File: src/hw/rtl/tgp_pkg.sv
// Package for the turtle grid plotter: command codes and result field widths.
// No dependencies; used by turtle_grid_plotter.
package tgp_pkg;

  typedef enum logic [3:0] {
    CMD_PEN_UP   = 4'd1,
    CMD_PEN_DOWN = 4'd2,
    CMD_RIGHT    = 4'd3,
    CMD_LEFT     = 4'd4,
    CMD_MOVE     = 4'd5,
    CMD_PRINT    = 4'd6,
    CMD_EXIT     = 4'd9
  } cmd_t;

  typedef enum logic [1:0] {
    HEAD_RIGHT = 2'd0,
    HEAD_DOWN  = 2'd1,
    HEAD_LEFT  = 2'd2,
    HEAD_UP    = 2'd3
  } heading_t;

  localparam int unsigned CMD_W      = 4;
  localparam int unsigned DIST_W     = 6;
  localparam int unsigned IDX_W      = 5;
  localparam int unsigned BITS_W     = 32;
  localparam int unsigned MAX_ROWS   = 32;
  localparam int unsigned IN_DATA_W  = 16;
  localparam int unsigned OUT_DATA_W = 56;

  localparam logic KIND_STATUS = 1'b0;
  localparam logic KIND_ROW    = 1'b1;

endpackage

File: src/hw/rtl/turtle_grid_plotter.sv
// Turtle grid plotter top level: command decoder, turtle walk sequencer, bitmap RAM.
// Depends on tgp_pkg and tgp_ram.
//
// The block takes one command item at a time and answers each known command code
// with one status item, or for print with one row item per bitmap row (at most 32)
// ending in tlast; unknown codes are accepted and dropped. Pen down reads and
// writes back the current bitmap row and then passes through the step state. A
// move goes through the step state per step with the pen up, and through the step
// then the mark state (row read, then row write) per step with the pen down, then
// the final step check and the status item; the grid edge limits the steps to
// GRID_SIZE - 1. Print reads one RAM row per cycle while the output is not stalled.
// The bitmap starts cleared after reset with no clearing pass, through a valid bit
// per row. After exit every command is accepted and dropped until reset. The next
// command is accepted while the last result still waits in the output register.
module turtle_grid_plotter #(
  parameter int unsigned GRID_SIZE = 32
) (
  input  logic                           clk,
  input  logic                           rst,
  input  logic                           s_axis_tvalid,
  output logic                           s_axis_tready,
  // Fields from bit 0: cmd[3:0], distance[9:4], zero fill.
  input  logic [tgp_pkg::IN_DATA_W-1:0]  s_axis_tdata,
  output logic                           m_axis_tvalid,
  input  logic                           m_axis_tready,
  // Fields from bit 0: row_index[4:0], row_bits[36:5], pos_row[41:37],
  // pos_col[46:42], heading[48:47], pen_down[49], halted[50], zero fill.
  output logic [tgp_pkg::OUT_DATA_W-1:0] m_axis_tdata,
  // Fields from bit 0: kind.
  output logic                           m_axis_tuser,
  output logic                           m_axis_tlast
);

  localparam int unsigned CW     = (GRID_SIZE > 2) ? $clog2(GRID_SIZE) : 1;
  localparam int unsigned N_ROWS = (GRID_SIZE < tgp_pkg::MAX_ROWS) ? GRID_SIZE
                                                                   : tgp_pkg::MAX_ROWS;
  localparam logic [CW-1:0] EDGE     = CW'(GRID_SIZE - 1);
  localparam logic [CW-1:0] LAST_ROW = CW'(N_ROWS - 1);

  typedef enum logic [2:0] {
    S_IDLE,
    S_STEP,
    S_MARK,
    S_STATUS,
    S_PRINT
  } state_t;

  state_t                     state;
  logic [CW-1:0]              cur_row;
  logic [CW-1:0]              cur_col;
  logic [1:0]                 facing;
  logic                       pen;
  logic                       stopped;
  logic [tgp_pkg::DIST_W-1:0] remain;
  logic [CW-1:0]              cnt;
  logic [GRID_SIZE-1:0]       row_valid;
  logic                       rd_vld;

  logic                        o_kind;
  logic                        o_last;
  logic [tgp_pkg::IDX_W-1:0]   o_row_index;
  logic [tgp_pkg::BITS_W-1:0]  o_row_bits;
  logic [tgp_pkg::IDX_W-1:0]   o_pos_row;
  logic [tgp_pkg::IDX_W-1:0]   o_pos_col;
  logic [1:0]                  o_heading;
  logic                        o_pen;
  logic                        o_halted;

  logic                        ram_we;
  logic [CW-1:0]               ram_waddr;
  logic [GRID_SIZE-1:0]        ram_wdata;
  logic                        ram_re;
  logic [CW-1:0]               ram_raddr;
  logic [GRID_SIZE-1:0]        ram_rdata;
  logic [GRID_SIZE-1:0]        row_old;

  logic                        accept;
  tgp_pkg::cmd_t               cmd;
  logic [tgp_pkg::DIST_W-1:0]  move_len;
  logic                        out_free;
  logic                        out_load;
  logic                        blocked;
  logic [CW-1:0]               next_row;
  logic [CW-1:0]               next_col;

  assign s_axis_tready = (state == S_IDLE);
  assign accept        = s_axis_tvalid && s_axis_tready;
  assign cmd           = tgp_pkg::cmd_t'(s_axis_tdata[3:0]);
  assign move_len      = s_axis_tdata[9:4];
  assign out_free      = !m_axis_tvalid || m_axis_tready;
  assign out_load      = out_free && (state inside {S_STATUS, S_PRINT});
  assign row_old       = rd_vld ? ram_rdata : '0;

  always_comb begin
    blocked  = 1'b0;
    next_row = cur_row;
    next_col = cur_col;
    case (facing)
      tgp_pkg::HEAD_RIGHT: begin
        blocked  = (cur_col == EDGE);
        next_col = cur_col + CW'(1);
      end
      tgp_pkg::HEAD_DOWN: begin
        blocked  = (cur_row == EDGE);
        next_row = cur_row + CW'(1);
      end
      tgp_pkg::HEAD_LEFT: begin
        blocked  = (cur_col == '0);
        next_col = cur_col - CW'(1);
      end
      default: begin
        blocked  = (cur_row == '0);
        next_row = cur_row - CW'(1);
      end
    endcase
  end

  always_comb begin
    ram_re    = 1'b0;
    ram_raddr = cur_row;
    ram_we    = 1'b0;
    ram_waddr = cur_row;
    ram_wdata = row_old | (GRID_SIZE'(1) << cur_col);
    case (state)
      S_IDLE: begin
        if (accept && !stopped) begin
          if (cmd == tgp_pkg::CMD_PEN_DOWN) begin
            ram_re = 1'b1;
          end else if (cmd == tgp_pkg::CMD_PRINT) begin
            ram_re    = 1'b1;
            ram_raddr = '0;
          end
        end
      end
      S_STEP: begin
        if (remain != '0 && !blocked && pen) begin
          ram_re    = 1'b1;
          ram_raddr = next_row;
        end
      end
      S_MARK: begin
        ram_we = 1'b1;
      end
      S_PRINT: begin
        if (out_free && cnt != LAST_ROW) begin
          ram_re    = 1'b1;
          ram_raddr = cnt + CW'(1);
        end
      end
      default: begin
      end
    endcase
  end

  always_ff @(posedge clk) begin
    if (rst) begin
      state         <= S_IDLE;
      cur_row       <= '0;
      cur_col       <= '0;
      facing        <= '0;
      pen           <= 1'b0;
      stopped       <= 1'b0;
      remain        <= '0;
      cnt           <= '0;
      row_valid     <= '0;
      rd_vld        <= 1'b0;
      m_axis_tvalid <= 1'b0;
    end else begin
      if (out_load) begin
        m_axis_tvalid <= 1'b1;
      end else if (m_axis_tready) begin
        m_axis_tvalid <= 1'b0;
      end
      if (ram_re) begin
        rd_vld <= row_valid[ram_raddr];
      end
      if (ram_we) begin
        row_valid[ram_waddr] <= 1'b1;
      end
      case (state)
        S_IDLE: begin
          if (accept && !stopped) begin
            case (cmd)
              tgp_pkg::CMD_PEN_UP: begin
                pen   <= 1'b0;
                state <= S_STATUS;
              end
              tgp_pkg::CMD_PEN_DOWN: begin
                pen    <= 1'b1;
                remain <= '0;
                state  <= S_MARK;
              end
              tgp_pkg::CMD_RIGHT: begin
                facing <= facing + 2'd1;
                state  <= S_STATUS;
              end
              tgp_pkg::CMD_LEFT: begin
                facing <= facing + 2'd3;
                state  <= S_STATUS;
              end
              tgp_pkg::CMD_MOVE: begin
                remain <= move_len;
                state  <= S_STEP;
              end
              tgp_pkg::CMD_PRINT: begin
                cnt   <= '0;
                state <= S_PRINT;
              end
              tgp_pkg::CMD_EXIT: begin
                stopped <= 1'b1;
                state   <= S_STATUS;
              end
              default: begin
              end
            endcase
          end
        end
        S_STEP: begin
          if (remain == '0 || blocked) begin
            state <= S_STATUS;
          end else begin
            cur_row <= next_row;
            cur_col <= next_col;
            remain  <= remain - tgp_pkg::DIST_W'(1);
            if (pen) begin
              state <= S_MARK;
            end
          end
        end
        S_MARK: begin
          state <= S_STEP;
        end
        S_STATUS: begin
          if (out_free) begin
            o_kind        <= tgp_pkg::KIND_STATUS;
            o_last        <= 1'b1;
            o_row_index   <= '0;
            o_row_bits    <= '0;
            o_pos_row     <= tgp_pkg::IDX_W'(cur_row);
            o_pos_col     <= tgp_pkg::IDX_W'(cur_col);
            o_heading     <= facing;
            o_pen         <= pen;
            o_halted      <= stopped;
            state         <= S_IDLE;
          end
        end
        S_PRINT: begin
          if (out_free) begin
            o_kind        <= tgp_pkg::KIND_ROW;
            o_last        <= (cnt == LAST_ROW);
            o_row_index   <= tgp_pkg::IDX_W'(cnt);
            o_row_bits    <= tgp_pkg::BITS_W'(row_old);
            o_pos_row     <= tgp_pkg::IDX_W'(cur_row);
            o_pos_col     <= tgp_pkg::IDX_W'(cur_col);
            o_heading     <= facing;
            o_pen         <= pen;
            o_halted      <= stopped;
            if (cnt == LAST_ROW) begin
              state <= S_IDLE;
            end else begin
              cnt <= cnt + CW'(1);
            end
          end
        end
        default: begin
          state <= S_IDLE;
        end
      endcase
    end
  end

  assign m_axis_tdata = {5'b0, o_halted, o_pen, o_heading, o_pos_col, o_pos_row,
                         o_row_bits, o_row_index};
  assign m_axis_tuser = o_kind;
  assign m_axis_tlast = o_last;

  tgp_ram #(
    .WIDTH (GRID_SIZE),
    .DEPTH (GRID_SIZE)
  ) u_bitmap (
    .clk   (clk),
    .we    (ram_we),
    .waddr (ram_waddr),
    .wdata (ram_wdata),
    .re    (ram_re),
    .raddr (ram_raddr),
    .rdata (ram_rdata)
  );

endmodule

File: src/hw/rtl/tgp_ram.sv
// Generic single-port-write, single-port-read RAM with a registered read.
// No dependencies; holds the bitmap of turtle_grid_plotter.
module tgp_ram #(
  parameter int unsigned WIDTH = 32,
  parameter int unsigned DEPTH = 32
) (
  input  logic                     clk,
  input  logic                     we,
  input  logic [$clog2(DEPTH)-1:0] waddr,
  input  logic [WIDTH-1:0]         wdata,
  input  logic                     re,
  input  logic [$clog2(DEPTH)-1:0] raddr,
  output logic [WIDTH-1:0]         rdata
);

  logic [WIDTH-1:0] mem [DEPTH];

  always_ff @(posedge clk) begin
    if (we) begin
      mem[waddr] <= wdata;
    end
    if (re) begin
      rdata <= mem[raddr];
    end
  end

endmodule

File: config.mk
export PLATFORM = sky130hd
export DESIGN_NAME = turtle_grid_plotter
export DESIGN_NICKNAME = d
export VERILOG_FILES = /design/src/hw/rtl/tgp_pkg.sv /design/src/hw/rtl/turtle_grid_plotter.sv /design/src/hw/rtl/tgp_ram.sv
export SDC_FILE = /design/constraint.sdc
export NUM_CORES = 2
export LEC_CHECK = 0
export ABC_CLOCK_PERIOD_IN_PS = 6300
export BUFFER_PORTS_ARGS = -buffer_cell sky130_fd_sc_hd__buf_2
export CORE_ASPECT_RATIO = 1.1
export CORE_MARGIN = 2
export CORE_UTILIZATION = 45
export CTS_CLUSTER_DIAMETER = 60
export CTS_CLUSTER_SIZE = 10
export DETAILED_ROUTE_END_ITERATION = 8
export PLACE_DENSITY = 0.65
export SYNTH_ARGS = -nofsm -noshare
export SYNTH_HDL_FRONTEND = slang
export SYNTH_SLANG_ARGS = --single-unit
File: constraint.sdc
create_clock -name clk -period 6.3 [get_ports clk]
set_input_delay 0 -clock clk [delete_from_list [all_inputs] [get_ports clk]]
set_output_delay 0 -clock clk [all_outputs]
set_load 0.03 [all_outputs]
==> impl_metrics.json <==
{
  "yosysSeqAreaShare": 0.731,
  "fin_skew_ns": 0.0232,
  "detailedPlace.worstSlack_ns": 1.52,
  "synth.area.mux_share": 0.00387,
  "relSlewSlack": 0.0934,
  "period_needed_ns": 4.81,
  "ff2ff_setup_slack_ns": 1.49,
  "die_h_microns": 344,
  "drv_cap": 0,
  "clk_path_buf_depth": 3,
  "synth_fa_ha_area_frac": 0.00350,
  "port_buffers": 68,
  "clock-sinks": 1171,
  "syn2layout_area_growth_pct": 13.4,
  "synth-xor-area-share": 0.00241,
  "routed-via-count": 31200,
  "fin_util": 0.515,
  "dieArea_sq_um": 108000,
  "grt_use_total": 0.244,
  "cp_num_buf_inv": 2,
  "cts_inserted_buffers": 136,
  "cts_tree": "yes",
  "setup_viol": 0,
  "hold_viol": 0,
  "clk_latency_ns": 0.74,
  "drive_gt1_frac": 0.0992,
  "grt_pass1_vias": 29900,
  "nets": 3943,
  "cpPeakStageDelay_ns": 0.82,
  "leakagePower_nw": 18.4,
  "pwr_density_cell_nw_per_um2": 313,
  "post_cts_buffers": 0,
  "seq_area_sq_um": 34500,
  "clkTransAtPathRegs_ns": 0.06,
  "yosysWarnings": 0,
  "worst_pin_slew_ns": 1.36,
  "yosysMostFrequentCell": "edfxtp_1",
  "row_count": 124,
  "path_common_cell": "nand3_1",
  "crit_type": "reg2reg",
  "chipWidth_microns": 313,
  "antenna_found_initial": 2,
  "syn_area_sq_um": 47200,
  "grt_max_degree": 124,
  "cpMaxStageDelayCell": "or3b_2",
  "wl_per_cell_microns": 24.8,
  "syn_area_per_cell_sq_um": 12.3,
  "synthDistinctLibCells": 64,
  "synth_compound_gate_area_share": 0.0556,
  "tns_ns": 0,
  "end_kind": "flop",
  "path_delay_family": "simple AND/OR/NAND/NOR gates",
  "dp_hpwl_microns": 70000,
  "final_cells": 5339,
  "yosysTopAreaCellShare": 0.705,
  "drt_iter0_markers": 3927,
  "initial_core_util": 0.454,
  "place.gp.congestion": 0.815,
  "fmax_mhz": 208,
  "cts_htree_levels": 4,
  "ys.flop_type": "edfxtp_1",
  "synth_top_family_by_area": "simple AND/OR/NAND/NOR gates",
  "root_buffer": "clkbuf_16",
  "route.antenna.remaining_nets": 0,
  "synth_common_cells": "1,109 x edfxtp_1, 937 x nand2_1, 563 x nand3_1",
  "status": "finished, final reports clean",
  "ys_ff_latch": 1171,
  "synth_edf_count": 1109,
  "holdCritPathClass": "in2reg",
  "min_period_over_period": 0.763,
  "synth_top_area_cell": "edfxtp_1",
  "fin_ws_ns": 1.49,
  "crit_chain": "or3b_2, nor3_2, a21o_1, o221ai_1, a211oi_4, buf_12, buf_4, nand3_1, nand3_1, a21oi_1, a311o_1",
  "ys_top_cells_by_area": "edfxtp_1 71%, nand2_1 7.4%, nand3_1 6.0%",
  "viasPerCell": 5.85,
  "netlist_instances": 3849,
  "core_area_sq_um": 104000,
  "grt-ovfl-total": 0,
  "firstDrtPassIters": 5,
  "yosys.area_share.simple": 0.179,
  "drv_slew": 0,
  "design.portCount": 80,
  "n_fill_cell": 8719,
  "drt-total-wl_microns": 132000,
  "rsz0062_at_grt": "false",
  "grt_pass1_wl_microns": 193000,
  "critPathMaxFanout": 93,
  "critPathRequiredTime_ns": 6.78,
  "drc_errors": 0,
  "ir_drop_mv": 0.285,
  "worstSetupStartpointType": "flop",
  "multi_input_area_sq_um": 12000,
  "dpl.cell_count": 5131,
  "ys_async_sr_fraction": 0,
  "arrival_ns": 5.29
}
-- path summary, 6_finish.rpt --
| kind | cells past startpoint | to | start |
|---|---|---|---|
| worst max-delay path | 11 | u_bitmap.rdata[26] | state[2] |
| worst min-delay path | 7 | state[1] | s_axis_tvalid |
| worst max register to register | 11 | u_bitmap.rdata[26] | state[2] |
| worst min register to register | 0 | o_halted | stopped |
-- per-layer routing --
| layer | global-route usage | share of wire |
|---|---|---|
| met1 | 0.310 | 0.39 |
| met2 | 0.396 | 0.47 |
| met3 | 0.0460 | 0.086 |
| met4 | 0.133 | 0.054 |
| met5 | 0 | 0.000098 |
-- worst min-delay path, stage by stage --
cell and delay [ns]:
buf_2 0.10, nor2b_1 0.17, o311ai_0 0.10, or3_1 0.12, a211oi_1 0.10, a2bb2oi_1 0.17
nor4_1 0.06
-- sequential cells by signal, indices dropped and copies added (netlist names), 3 cells and up --
name / cells
o_row_bits: 32
o_row_index: 5
o_pos_col: 5
o_pos_row: 5
u_bitmap.rdata: 32
cur_col: 5
row_valid: 32
u_bitmap.mem: 1024
cnt: 5
state: 3
remain: 6
cur_row: 5
-- cell families after synthesis --
family                     Yosys count
AOI/OAI and AO/OA                  379
adders and majority gates           12
xor gates and xnor gates            13
and+or+nand+nor                   1974
other                                1
buffers and inverters              282
DFF                               1171
muxes                               17
-- repair_timing --
| item | CTS | global route |
|---|---|---|
| hold endpoints to repair | 61 | 0 |
| gates resized for setup | 0 | 0 |
| hold buffers | 28 | 0 |
| setup endpoints to repair | 0 | 0 |
-- layout make-up --
| type | count | area share |
|---|---|---|
| inverters | 16 | 0.00112 |
| diodes | 1 | 0.0000467 |
| clock buffers | 161 | 0.0657 |
| well taps | 1386 | 0.0324 |
| clock inverters | 18 | 0.00467 |
| flip-flops and latches | 1171 | 0.645 |
| repair buffers | 186 | 0.0279 |
| multi-input cells | 2400 | 0.223 |
-- placed cells by master (no fill, tap or decap), types with 7 or more instances in the layout --
cell           count
mux2i_1           16
a211oi_1          37
nand2b_1           9
nor3_1             7
a31oi_1           37
dlygate4sd3_1     28
nand2_1          936
or3_1              8
nor3b_1           35
a311oi_1          37
clkbuf_1          24
o21ai_1            9
buf_12            16
buf_2             68
ha_1              10
nand3_1          563
nand3b_1           9
xnor2_1            9
nor2_4            33
buf_4             74
inv_1             15
o21ai_2           23
clkbuf_16        137
nor2_1           338
o21ai_0           13
o211ai_1          66
edfxtp_1        1109
dfxtp_1           62
a311o_1           32
a21oi_1           91
-- report_power, final --
group | internal, mW | total (mW) | switching (mW) | leakage, nW
Sequential | 8.68 | 8.73 | 0.0531 | 10.9
Clock | 3.97 | 6.95 | 2.98 | 1.84
Combinational | 0.313 | 1.06 | 0.752 | 5.73
-- metrics by stage --
step | total power [mW] | instance area [sq um] | hold WS (ns)
CTS | 16.8 | 53600 | 0.0907
finish | 16.8 | 53600 | 0.137
global route | 17.2 | 53600 | 0.180
detailed placement | 9.92 | 49500 | 0.289
global placement | 9.90 | 49500 | 0.282
floorplan | 9.58 | 47200 | 0.139
Power figures use the tool's default switching activity.
